--- config.mk ---
export PLATFORM = sky130hd
export DESIGN_NAME = base64_stream_codec
export DESIGN_NICKNAME = d
export VERILOG_FILES = /design/src/hdl/b64c_pkg.sv /design/src/hdl/b64c_step.sv /design/src/hdl/base64_stream_codec.sv
export SDC_FILE = /design/constraint.sdc
export NUM_CORES = 1
export LEC_CHECK = 0
export BUFFER_PORTS_ARGS = -buffer_cell sky130_fd_sc_hd__buf_2
export CORE_MARGIN = 2
export CORE_UTILIZATION = 44
export DETAILED_ROUTE_END_ITERATION = 10
export GPL_TIMING_DRIVEN = 0
export SETUP_SLACK_MARGIN = 0.02
export SLEW_MARGIN = 20
export SYNTH_ARGS = -nofsm -noshare
export SYNTH_HDL_FRONTEND = slang
export SYNTH_SLANG_ARGS = --single-unit
--- constraint.sdc ---
create_clock -name clk_i -period 3.7 [get_ports clk_i]
set_clock_uncertainty 0.15 [all_clocks]
set_input_delay 0.37 -clock clk_i [delete_from_list [all_inputs] [get_ports clk_i]]
set_output_delay 0.37 -clock clk_i [all_outputs]
set_load 0.01 [all_outputs]
--- src/hdl/b64c_pkg.sv ---
// Shared types, constants and alphabet functions for the base64 stream codec.
// No dependencies; used by b64c_step and base64_stream_codec.
package b64c_pkg;

  localparam logic [7:0] PadChar   = 8'h3D;  // '='
  localparam logic [7:0] BadSextet = 8'hFF;
  localparam logic       DirEncode = 1'b0;
  localparam logic       DirDecode = 1'b1;

  typedef struct packed {
    logic [1:0]  pos;
    logic [23:0] buffer;
    logic        pad_seen;
    logic        bad;
  } group_t;

  typedef struct packed {
    logic [2:0]      count;   // results produced, 0..4
    logic [3:0][7:0] bytes;   // result i in bytes[i]
    logic            bad;
  } burst_t;

  function automatic logic [7:0] enc_char(input logic [5:0] s);
    logic [7:0] c;
    if (s < 6'd26)      c = 8'h41 + {2'b00, s};
    else if (s < 6'd52) c = 8'h61 + {2'b00, s} - 8'd26;
    else if (s < 6'd62) c = 8'h30 + {2'b00, s} - 8'd52;
    else if (s == 6'd62) c = 8'h2B;
    else                c = 8'h2F;
    return c;
  endfunction

  // Returns the sextet value, or BadSextet for characters outside the alphabet.
  function automatic logic [7:0] dec_sextet(input logic [7:0] c);
    logic [7:0] v;
    if (c >= 8'h41 && c <= 8'h5A)      v = c - 8'h41;
    else if (c >= 8'h61 && c <= 8'h7A) v = c - 8'h61 + 8'd26;
    else if (c >= 8'h30 && c <= 8'h39) v = c - 8'h30 + 8'd52;
    else if (c == 8'h2B)               v = 8'd62;
    else if (c == 8'h2F)               v = 8'd63;
    else                               v = BadSextet;
    return v;
  endfunction

endpackage

--- src/hdl/b64c_step.sv ---
// Combinational step of the codec: next group state and the burst of results
// for one accepted item. Depends on b64c_pkg.
module b64c_step (
  input  logic            dir_i,
  input  b64c_pkg::group_t grp_i,
  input  logic [7:0]      byte_i,
  input  logic            last_i,
  output b64c_pkg::group_t grp_o,
  output b64c_pkg::burst_t burst_o
);
  import b64c_pkg::*;

  logic [1:0]  pos;
  logic [2:0]  pos1;
  logic [23:0] buf_e;
  logic [23:0] buf_d;
  logic [7:0]  v;
  logic [2:0]  emit;
  logic        vbad;
  logic [5:0]  s0, s1, s2;
  logic [7:0]  d3;
  logic [23:0] dbuf;

  always_comb begin
    grp_o   = grp_i;
    burst_o = '0;
    pos     = grp_i.pos;
    pos1    = 3'd0;
    buf_e   = grp_i.buffer;
    buf_d   = grp_i.buffer;
    v       = dec_sextet(byte_i);
    vbad    = (v == BadSextet);
    emit    = 3'd0;
    dbuf    = grp_i.buffer;
    d3      = 8'd0;

    if (dir_i == DirEncode) begin
      if (pos == 2'd3) pos = 2'd0;
      case (pos)
        2'd0:    buf_e = grp_i.buffer | {byte_i, 16'h0000};
        2'd1:    buf_e = grp_i.buffer | {8'h00, byte_i, 8'h00};
        default: buf_e = grp_i.buffer | {16'h0000, byte_i};
      endcase
      pos1 = {1'b0, pos} + 3'd1;
      if (pos1 == 3'd3 || last_i) begin
        emit = (pos1 == 3'd3) ? 3'd4 : pos1 + 3'd1;
        for (int i = 0; i < 4; i++) begin
          burst_o.bytes[i] = (3'(i) < emit) ? enc_char(buf_e[23 - 6*i -: 6]) : PadChar;
        end
        burst_o.count = 3'd4;
        grp_o.buffer  = '0;
        grp_o.pos     = 2'd0;
      end else begin
        grp_o.buffer = buf_e;
        grp_o.pos    = pos1[1:0];
      end
    end else if (!grp_i.pad_seen) begin
      if (byte_i == PadChar) begin
        if (pos >= 2'd2) burst_o.count = {1'b0, pos} - 3'd1;
        burst_o.bad     = grp_i.bad;
        grp_o.pos       = 2'd0;
        grp_o.buffer    = '0;
        grp_o.bad       = 1'b0;
        grp_o.pad_seen  = 1'b1;
      end else if (pos != 2'd3) begin
        case (pos)
          2'd0:    buf_d = grp_i.buffer | {v[5:0], 18'h0};
          2'd1:    buf_d = grp_i.buffer | {6'h0, v[5:0], 12'h0};
          default: buf_d = grp_i.buffer | {12'h0, v[5:0], 6'h0};
        endcase
        dbuf          = buf_d;
        pos1          = {1'b0, pos} + 3'd1;
        grp_o.buffer  = buf_d;
        grp_o.pos     = pos1[1:0];
        grp_o.bad     = grp_i.bad | vbad;
        burst_o.bad   = grp_i.bad | vbad;
        if (last_i && pos1 >= 3'd2) burst_o.count = pos1 - 3'd1;
      end else begin
        // fourth character: full 8-bit value joins the last byte mod 256
        d3            = v;
        burst_o.count = 3'd3;
        burst_o.bad   = grp_i.bad | vbad;
        grp_o.pos     = 2'd0;
        grp_o.buffer  = '0;
        grp_o.bad     = 1'b0;
      end
      s0 = dbuf[23:18];
      s1 = dbuf[17:12];
      s2 = dbuf[11:6];
      burst_o.bytes[0] = {s0, s1[5:4]};
      burst_o.bytes[1] = {s1[3:0], s2[5:2]};
      burst_o.bytes[2] = {s2[1:0], 6'h00} + d3;
    end

    if (dir_i == DirEncode || grp_i.pad_seen) begin
      s0 = 6'd0;
      s1 = 6'd0;
      s2 = 6'd0;
    end
    if (last_i) grp_o = '0;
  end

endmodule

--- src/hdl/base64_stream_codec.sv ---
// Top level of the base64 stream codec: direction register, group state,
// result burst register and handshakes. Depends on b64c_pkg and b64c_step.
//
// Base64 (standard alphabet, '=' padding) codec over a byte stream. Each
// accepted item is processed in the cycle it is taken; its results (up to
// four) are loaded into a burst register and leave one per cycle while
// out_stall_i is low. An item that causes no result does not stall the
// input; an item that causes results holds the input side until its burst
// drains, the next item being taken in the cycle the last result is taken.
// Write direction only while the codec is idle; a write clears group state.
module base64_stream_codec (
  input  logic       clk_i,
  input  logic       rst_ni,
  input  logic       cfg_valid_i,
  output logic       cfg_ready_o,
  input  logic       cfg_direction_i,
  input  logic       in_valid_i,
  output logic       in_stall_o,
  input  logic [7:0] in_byte_i,
  input  logic       in_last_i,
  output logic       out_valid_o,
  input  logic       out_stall_i,
  output logic [7:0] out_byte_o,
  output logic       out_run_end_o,
  output logic       out_message_end_o,
  output logic       out_bad_char_o
);
  import b64c_pkg::*;

  logic            dir_q;
  group_t          grp_q, grp_d, grp_step;
  burst_t          step_burst;
  logic [3:0][7:0] bytes_q;
  logic [2:0]      left_q, left_d;
  logic [1:0]      idx_q, idx_d;
  logic            bad_q;
  logic            last_q;
  logic            in_fire, out_fire, cfg_fire, load;

  b64c_step u_step (
    .dir_i   (dir_q),
    .grp_i   (grp_q),
    .byte_i  (in_byte_i),
    .last_i  (in_last_i),
    .grp_o   (grp_step),
    .burst_o (step_burst)
  );

  assign cfg_ready_o = 1'b1;
  assign cfg_fire    = cfg_valid_i & cfg_ready_o;

  assign out_valid_o       = (left_q != 3'd0);
  assign out_byte_o        = bytes_q[idx_q];
  assign out_run_end_o     = (left_q == 3'd1);
  assign out_message_end_o = (left_q == 3'd1) & last_q;
  assign out_bad_char_o    = bad_q;
  assign out_fire          = out_valid_o & ~out_stall_i;

  // free when empty, or when the final result of the burst goes this cycle
  assign in_stall_o = (left_q != 3'd0) & ~((left_q == 3'd1) & ~out_stall_i);
  assign in_fire    = in_valid_i & ~in_stall_o;
  assign load       = in_fire & (step_burst.count != 3'd0);

  always_comb begin
    grp_d  = grp_q;
    left_d = left_q;
    idx_d  = idx_q;
    if (cfg_fire) grp_d = '0;
    else if (in_fire) grp_d = grp_step;
    if (load) begin
      left_d = step_burst.count;
      idx_d  = 2'd0;
    end else if (out_fire) begin
      left_d = left_q - 3'd1;
      idx_d  = idx_q + 2'd1;
    end
  end

  always_ff @(posedge clk_i or negedge rst_ni) begin
    if (!rst_ni) begin
      dir_q  <= DirEncode;
      grp_q  <= '0;
      left_q <= 3'd0;
      idx_q  <= 2'd0;
    end else begin
      if (cfg_fire) dir_q <= cfg_direction_i;
      grp_q  <= grp_d;
      left_q <= left_d;
      idx_q  <= idx_d;
    end
  end

  always_ff @(posedge clk_i) begin
    if (load) begin
      bytes_q <= step_burst.bytes;
      bad_q   <= step_burst.bad;
      last_q  <= in_last_i;
    end
  end

endmodule
After elaboration in Yosys (flattened, before gate mapping)
Index checks and enable logic that the tools add are counted.
- flip-flop bits (word level): 68
- bits of input ports: 15
- output and inout port bits: 14
- logic and storage cells: 192
- add/sub/neg operators: 33
- magnitude comparators: 25
- equal/unequal tests: 16
- muxes and demuxes: 67
- bitwise gates (word level): 19
- reductions and logical operators: 18
- operator list (kind ; count):
    2-to-1 mux 8 bit ; 26
    2-to-1 mux 24 bit ; 6
    2-to-1 mux 28 bit ; 4
    2-to-1 mux 26 bit ; 4
    case mux 24 bit (2 select lines) ; 2
    adder 7 x 6 -> 8 bit (first input constant) ; 8
    < comparator 6 bit (second input constant) ; 8
    bitwise OR 24 bit ; 2
    subtractor 8 x 6 -> 8 bit (second input constant) ; 5
    2-to-1 mux 3 bit ; 13
    2-to-1 mux 35 bit ; 1
    subtractor 8 x 5 -> 8 bit (second input constant) ; 4
    adder 6 x 6 -> 7 bit (first input constant) ; 4
    2-to-1 mux 25 bit ; 1
    equality test 6 bit (second input constant) ; 4
    equality test 8 x 6 -> 1 bit (second input constant) ; 3
    < comparator 6 x 5 -> 1 bit (second input constant) ; 4
    bitwise OR 24 x 12 -> 24 bit ; 1
    bitwise OR 24 x 16 -> 24 bit ; 1
    bitwise OR 24 x 18 -> 24 bit ; 1
    bitwise OR 24 x 8 -> 24 bit ; 1
    binary-select mux 8 bit (select 2 bit) ; 1
    greater-or-equal comparator 8 x 7 -> 1 bit (second input constant) ; 2
    less-or-equal comparator 8 x 7 -> 1 bit (second input constant) ; 2
    other kinds (38) ; 70

Longest topological paths before layout
Gate-level depths: netlist of the first run.
- depth in word-level cells: 17
- mapped depth: 15
- mapped depth without buffers: 15

Hierarchy
A second synthesis of the first run with hierarchy kept.
- cells, all modules: 793
- area total of the unflattened synthesis: 6582.6 µm²
- by module, submodules not included (module ; instances ; cells an instance ; area each (µm²) ; sequential area each (µm²)):
    b64c_step ; 1 ; 641 ; 3968.8 ; 0.0
    base64_stream_codec ; 1 ; 152 ; 2613.8 ; 1871.8

Worst setup path before layout of the first run
No wires, ideal clock.
- path kind: register to register
- start point: reg grp_q[26] in the netlist's numbering
- end point: reg bytes_q[10] in the netlist's numbering (data pin)
- library setup time: 0.261 ns
- data arrival time: 2.841 ns
- data required time: 3.289 ns
- path slack: 0.448 ns
- stages on the path, launching flop included: 14
- path buffers: 2
- period minus slack after synthesis: 3.252 ns
- cells stage by stage: dfrtp_1 > inv_1 > ha_1 > buf_4 > nand2b_1 > buf_2 > a21oi_2 > inv_1 > ha_1 > and2_1 > a311o_1 > o2111ai_1 > nand4_1 > a221o_1
- RTL lines (item ; RTL line ; RTL):
    from (decl) ; base64_stream_codec.sv:31 ; group_t grp_q, grp_d, grp_step;
    from (signal assigned) ; base64_stream_codec.sv:87 ; grp_q <= grp_d;
    to (signal assigned) ; base64_stream_codec.sv:95 ; bytes_q <= step_burst.bytes;
    to (decl) ; base64_stream_codec.sv:33 ; logic [3:0][7:0] bytes_q;

==> metrics.csv, run 1 <==
stage,metric,value,unit
run_status,outcome,"complete, no violations",
yosys,"Net Count, Synth",850,
cts,Sink Count,68,
cts,H-tree levels,3,
floorplan,Chip Width,128.2,µm
setup_path,Crit path arrival time,3.49,ns
floorplan,Core ar.,15150,µm²
route,1st-iter DRT viols,621,
power,Int Power,1.831,mW
cts,"Reg clk slew, reported paths",0.06,ns
yosys,Synth Area in Compound Gates,28.43,%
yosys,Yosys reg bits,68,
setup_path,CP max-delay cell,dfrtp_2,
floorplan,die area,16450,µm²
yosys,Synth Area in XOR/XNOR,2.782,%
grt,Total Routing Usage GR,28.26,%
setup_path,worst path cell trace,inv_1 > ha_1 > buf_4 > inv_2 > o21ai_0 > nand2_2 > inv_1 > ha_1 > and2_1 > a311oi_4 > or3_1 > nand4_1 > a221o_1,
place,final RePlAce weighted congestion,0.9794,
cells_and_area,fill count,1453,
yosys,Post-synth EDFFs,34,
timing,fin crit period,3.570,ns
yosys,unique cell type count in the Yosys netlist,95,
power,VDD IR max,0.0002675,V
power,clock power share,33.8,%
timing,Max-slew headroom,26.67,%
cts,root buffer cell,clkbuf_16,
timing,Worst-Margin Slew,1.100,ns
yosys,largest family of logic cells by synthesized area,compound AO/OA/AOI/OAI gates,
grt,largest net degree at the start of global routing,40,
yosys,adder-cell share of the synthesized area,10.69,%
yosys,ys flop type,edfxtp_1,
route,DRT Wirelength,22750,µm
cells_and_area,post-route core utilization,50.57,%
setup_path,worst-path fanout max,10,
floorplan,Starting Density,44.84,%
setup_path,Critical Path RT,3.62,ns
power,sequential power share,31.5,%
setup_path,Slowest Stage Delay on Critical Path,0.45,ns
power,Combinational Power Share,34.7,%
route,Residual DRC,0,
route,DRT antenna net count,0,
timing,max-slew violations,0,
setup_path,CP startpoint kind,flop,
place,DP Wirelength,16980,µm
power,final total power,2.827,mW
floorplan,Rows,45,
cts,Worst-Skew Late Latency,0.35,ns
grt,via count of the first global-routing pass,6286,
timing,period utilization,96.50,%
cells_and_area,Antenna diodes,0,
yosys,Post-Syn Instances,777,
grt,initial antenna violation count,0,
yosys,Synth Area in Simple Gates,20.50,%
worst_hold_path,HP Class,primary input to async pin,
setup_path,worst setup path class,flop to flop,
place,# port buffers,25,
route,Pre-antenna DRT Iters,5,
cells_and_area,Area Overhead vs Synth,12.79,%
power,sw frac,35.25,%
yosys,Post-synth ARST share,50.00,%
grt,gr ovfl total,0,
timing,Setup TNS Final,0,ns
yosys,Synth Area per Inst,8.741,µm²
route,Via density,6.361,
cells_and_area,nets,896,
route,Vias,6463,
route,wire per inst,22.39,µm
flow_run,maxcap violations,0,
timing,# setup viols final,0,
place,Place WS,-0.5078,ns
grt,first-pass GRT wire length,35600,µm
power,cell leakage power,3.112,nW
yosys,register area share after synthesis,27.56,%
cts,CTS tree,built,
yosys,post-synthesis mux area share,3.906,%
timing,Fin. Hold Viols,0,
cts,CTS buffer count,9,
cells_and_area,share of layout cells above drive strength 1,18.72,%
cts,post-cts hold buffer count,0,
setup_path,CP endpoint kind,flop,
timing,fin worst setup slack,0.1296,ns
floorplan,Die Y-Extent,128.2,µm
power,P_sw,996.8,µW
floorplan,number of I/O pins,29,
yosys,Post-Syn Area,6792,µm²
power,PwrDens,369.1,nW/µm²
timing,Achievable Freq,280.1,MHz
yosys,Synth Warn #,0,
cts,Max Root-Sink Buffers,2,
==> flip-flops by register name, indices dropped and copies added (netlist names) <==
register        count
bytes_q            32
dir_q               1
grp_q              28
idx_q               2
last_q              1
left_q              3
out_bad_char_o      1
==> logic make-up after synthesis <==
logic type	count (synthesis)
flip-flops	68
AO/OA/AOI/OAI	267
buffers and inverters	87
multiplexers	16
other	1
AND/OR/NAND/NOR	260
adder cells (fa/ha/maj)	58
XOR/XNOR	20
==> power groups by stage <==
stage | logic [mW] | clock network, mW | registers [mW]
after floorplan | 0.658 | 0 | 0.895
after global placement | 0.923 | 0 | 0.904
after detailed placement | 0.942 | 0 | 0.907
after CTS | 0.951 | 0.960 | 0.893
after global routing | 1.07 | 0.990 | 0.896
final | 0.981 | 0.955 | 0.891
==> per-layer routing <==
layer  global-route usage, %  share of wire [%]  up-vias
met5                       0                  0        -
met4                   10.08                2.5        0
met3                   5.801                8.8       43
met2                   44.52                 45      312
met1                   38.50                 44     3094
li1                        -                  -     3014
==> worst paths after layout <==
| check | from | end | slack (ns) | cells after the start |
|---|---|---|---|---|
| max in group asynchronous | rst_ni | grp_q[27] | 2.71 | 1 |
| min | rst_ni | left_q[0] | 0.03 | 1 |
| min in group clk_i | in_last_i | last_q | 0.09 | 1 |
| min reg2reg | grp_q[4] | grp_q[4] | 0.34 | 1 |
| max reg2reg | grp_q[27] | bytes_q[10] | 0.13 | 13 |
| max | grp_q[27] | bytes_q[10] | 0.13 | 13 |
==> cell usage after synthesis (12+ instances only) <==
master / n / area, µm²
a21o_1: 15 / 112.6
a21oi_1: 52 / 260.3
a31oi_1: 15 / 93.84
and2_1: 12 / 75.07
clkbuf_1: 12 / 45.04
dfrtp_1: 34 / 850.8
edfxtp_1: 34 / 1021
ha_1: 58 / 725.7
inv_1: 41 / 153.9
nand2_1: 76 / 285.3
nand3_1: 14 / 70.07
nor2_1: 59 / 221.5
nor2b_1: 16 / 100.1
nor3_1: 14 / 70.07
o211ai_1: 12 / 90.09
o21ai_0: 45 / 225.2
o221ai_1: 14 / 122.6
xnor2_1: 13 / 113.9
==> worst max-delay path, delay by kind of cell (launching register included) <==
family,cells,cell delay (ns)
adder cells (fa/ha/maj),2,0.49
buffers and inverters,4,0.58
flip-flops,1,0.45
AO/OA/AOI/OAI,3,0.93
AND/OR/NAND/NOR,4,0.69
==> layout make-up <==
type	instances	area, µm²	area share, %
repair buffers	35	200.2	2.614
flip-flops and latches	68	1874	24.47
clock inverters	7	98.84	1.290
multi-input cells	622	4604	60.11
plain buffers	40	245.2	3.202
well taps	188	235.2	3.071
clock buffers	9	225.2	2.940
inverters	47	176.4	2.303
==> through the flow <==
step,instance area [µm²],std cells,hold WS [ns]
CTS,7525,1006,0.04360
finish,7660,1016,0.03156
global placement,7152,990,0.3208
detailed placement,7152,990,0.3261
floorplan,6792,777,-0.07559
global route,7660,1016,0.07452
==> timing repair <==
| action | CTS | global route |
|---|---|---|
| gates cloned | 0 | 0 |
| gates resized for setup | 16 | 17 |
| setup endpoints to repair | 21 | 18 |
| buffers inserted | 0 | 10 |
| pin swaps | 1 | 6 |
==> placed cells by master, fill, tap and decap left out, types with 14 or more instances in the layout <==
master    count
inv_1        40
o221ai_1     14
a21oi_1      52
nand2_1      72
ha_1         55
edfxtp_1     34
dfrtp_1      32
o21ai_0      42
nor3_1       14
buf_2        36
nor2b_1      15
a21o_1       15
nor2_1       58
a31oi_1      15
buf_4        15
No activity file was read; power rests on OpenSTA's default activity.
==> run 2, diff against run 1 <==
==> constraint.sdc (replaced) <==
create_clock -name clk_i -period 3.9 [get_ports clk_i]
set_clock_uncertainty 0.15 [all_clocks]
set_input_delay 0.39 -clock clk_i [delete_from_list [all_inputs] [get_ports clk_i]]
set_output_delay 0.39 -clock clk_i [all_outputs]
set_load 0.01 [all_outputs]
==> run 2 against run 1 <==
Worst hold slack improved by 0.015 ns; first-iteration DRC count is 3.1% higher; final cell count decreased by 0.59%; combinational power shrank 6.6%; critical path type unchanged; die area stayed put; highest routed layer is now met5; critical endpoint is now bytes_q[11].
==> metrics.csv, run 2 (synthesized netlist as in run 1, its figures left out) <==
stage,metric,value,unit
setup_path,kind of cell adding the most delay to the critical path,compound AO/OA/AOI/OAI gates,
floorplan,Rows,45,
grt,met3 usage,6.553,%
cells_and_area,share of layout cells above drive strength 1,17.07,%
grt,Total Routing Usage GR,28.27,%
setup_path,worst setup path class,flop to flop,
grt,gr ovfl total,0,
cells_and_area,Area Overhead vs Synth,11.27,%
cells_and_area,max FFs per register,32,
route,DRT Wirelength,22550,µm
timing,period utilization,96.98,%
power,Combinational Power Share,34.3,%
timing,# setup viols final,0,
power,sw frac,35.29,%
place,DP Wirelength,16980,µm
place,final RePlAce weighted congestion,0.9794,
cts,CTS tree,built,
cells_and_area,nets,888,
route,Pre-antenna DRT Iters,8,
setup_path,Slowest Stage Delay on Critical Path,0.68,ns
floorplan,die area,16450,µm²
place,# port buffers,25,
grt,largest net degree at the start of global routing,40,
power,final total power,2.670,mW
route,Residual DRC,0,
power,cell leakage power,3.074,nW
setup_path,CP max-delay cell,o32ai_1,
power,Int Power,1.728,mW
cts,"Reg clk slew, reported paths",0.06,ns
power,clock power share,34.0,%
floorplan,Core ar.,15150,µm²
timing,fin crit period,3.782,ns
setup_path,CP endpoint kind,flop,
setup_path,worst-path fanout max,10,
setup_path,Critical Path RT,3.79,ns
timing,Max-slew headroom,26.84,%
cts,Worst-Skew Late Latency,0.35,ns
timing,Achievable Freq,264.4,MHz
timing,Fin. Hold Viols,0,
floorplan,Die Y-Extent,128.2,µm
timing,max-slew violations,0,
floorplan,Starting Density,44.84,%
worst_hold_path,HP Class,primary input to async pin,
cts,CTS buffer count,9,
cts,root buffer cell,clkbuf_16,
cells_and_area,"leading cell types in the layout, fill and taps excluded","nand2_1 (73), nor2_1 (59), ha_1 (57), a21oi_1 (52), o21ai_0 (44)",
power,P_sw,942.4,µW
power,sequential power share,31.7,%
route,1st-iter DRT viols,640,
cells_and_area,"commonest non-fill, non-tap cell in the layout",nand2_1,
setup_path,most frequent CP cell,inv_1,
setup_path,worst path cell trace,inv_1 > ha_2 > buf_6 > nor2b_1 > o21a_1 > a21oi_4 > inv_1 > ha_1 > and2_1 > a311oi_4 > a211oi_1 > o32ai_1,
grt,first-pass GRT wire length,35610,µm
timing,Setup TNS Final,0,ns
grt,initial antenna violation count,1,
grt,via count of the first global-routing pass,6275,
cells_and_area,most flop-heavy register,bytes_q,
timing,unrepaired setup endpoints after global routing,no,
setup_path,Crit path buffers/inverters,3,
setup_path,CP startpoint kind,flop,
cts,Max Root-Sink Buffers,2,
route,Vias,6479,
route,Via density,6.415,
cells_and_area,leading registers by flop count,"bytes_q x32, grp_q x28, left_q x3",
timing,Worst-Margin Slew,1.097,ns
power,PwrDens,353.3,nW/µm²
floorplan,Chip Width,128.2,µm
flow_run,maxcap violations,0,
floorplan,number of I/O pins,29,
cts,H-tree levels,3,
cts,Sink Count,68,
run_status,outcome,"complete, no violations",
route,DRT antenna net count,0,
grt,busiest grt layer,met2,
route,wire per inst,22.32,µm
setup_path,Crit path arrival time,3.68,ns
grt,met2 usage,44.18,%
power,VDD IR max,0.0002513,V
grt,met1 usage,38.13,%
-- run 2: changes by cell type in the layout (fill, tap and decap cells not counted), moves of 2 or more --
cell	before	now
buf_4	15	6
diode_2	0	2
ha_1	55	57
ha_2	3	1
o21ai_0	42	44
-- run 2: through the flow --
| stage | instances | utilization (%) | instance area (µm²) | hold WS [ns] | setup slack, ns |
|---|---|---|---|---|---|
| floorplan | 777 | - | 6792 | -0.05559 | 0.6480 |
| global placement | 990 | 47.22 | 7152 | 0.3208 | -0.1419 |
| detailed placement | 990 | 47.22 | 7152 | 0.3261 | -0.3078 |
| CTS | 1006 | 49.44 | 7488 | 0.06360 | 0.07159 |
| global route | 1008 | 49.86 | 7552 | 0.09451 | 0.02182 |
| finish | 1010 | 49.90 | 7557 | 0.04672 | 0.1178 |
-- run 2: power groups by stage --
stage | clock network, mW | registers [mW] | logic [mW]
2_1_floorplan | 0 | 0.849 | 0.624
3_3_place_gp | 0 | 0.857 | 0.876
3_5_place_dp | 0 | 0.861 | 0.894
4_1_cts | 0.911 | 0.847 | 0.899
5_1_grt | 0.940 | 0.850 | 1.00
6_report | 0.908 | 0.846 | 0.916
-- run 2: timing repair --
| item | 4_1_cts | 5_1_grt |
|---|---|---|
| cloned | 0 | 0 |
| hold buffers | 0 | 0 |
| setup endpoints to repair | 13 | 13 |
| buffers inserted | 0 | 2 |
| gates resized for setup | 5 | 16 |
| pin swaps | 0 | 1 |
-- run 2: worst paths after layout --
| path | from | endpoint | slack (ns) | cells after the start |
|---|---|---|---|---|
| max in group asynchronous | rst_ni | grp_q[27] | 2.90 | 1 |
| setup / recovery | grp_q[26] | bytes_q[11] | 0.12 | 12 |
| hold reg to reg | grp_q[4] | grp_q[4] | 0.34 | 1 |
| setup reg to reg | grp_q[26] | bytes_q[11] | 0.12 | 12 |
| min in group clk_i | in_last_i | last_q | 0.11 | 1 |
| hold / removal | rst_ni | left_q[0] | 0.05 | 1 |
-- run 2: worst register-to-register path, stage by stage (launching register included) --
cell and delay, ns:
dfrtp_2 0.42, inv_1 0.16, ha_2 0.26, buf_6 0.18, nor2b_1 0.11, o21a_1 0.21
a21oi_4 0.19, inv_1 0.12, ha_1 0.27, and2_1 0.19, a311oi_4 0.40, a211oi_1 0.13
o32ai_1 0.68
-- run 2: cell type report --
cell class,count,area [µm²]
diodes,2,5.005
plain buffers,40,245.2
clock buffers,9,225.2
clock inverters,7,98.84
fillers,1457,7589
inverters,47,176.4
multi-input cells,622,4557
flip-flops and latches,68,1874
well taps,188,235.2
repair buffers,27,140.1
-- run 2: layer usage --
layer / routed length, µm / up-vias
li1: - / 2989
met1: 9741 / 3091
met2: 10150 / 353
met3: 2079 / 44
met4: 564 / 2
met5: 13 / -
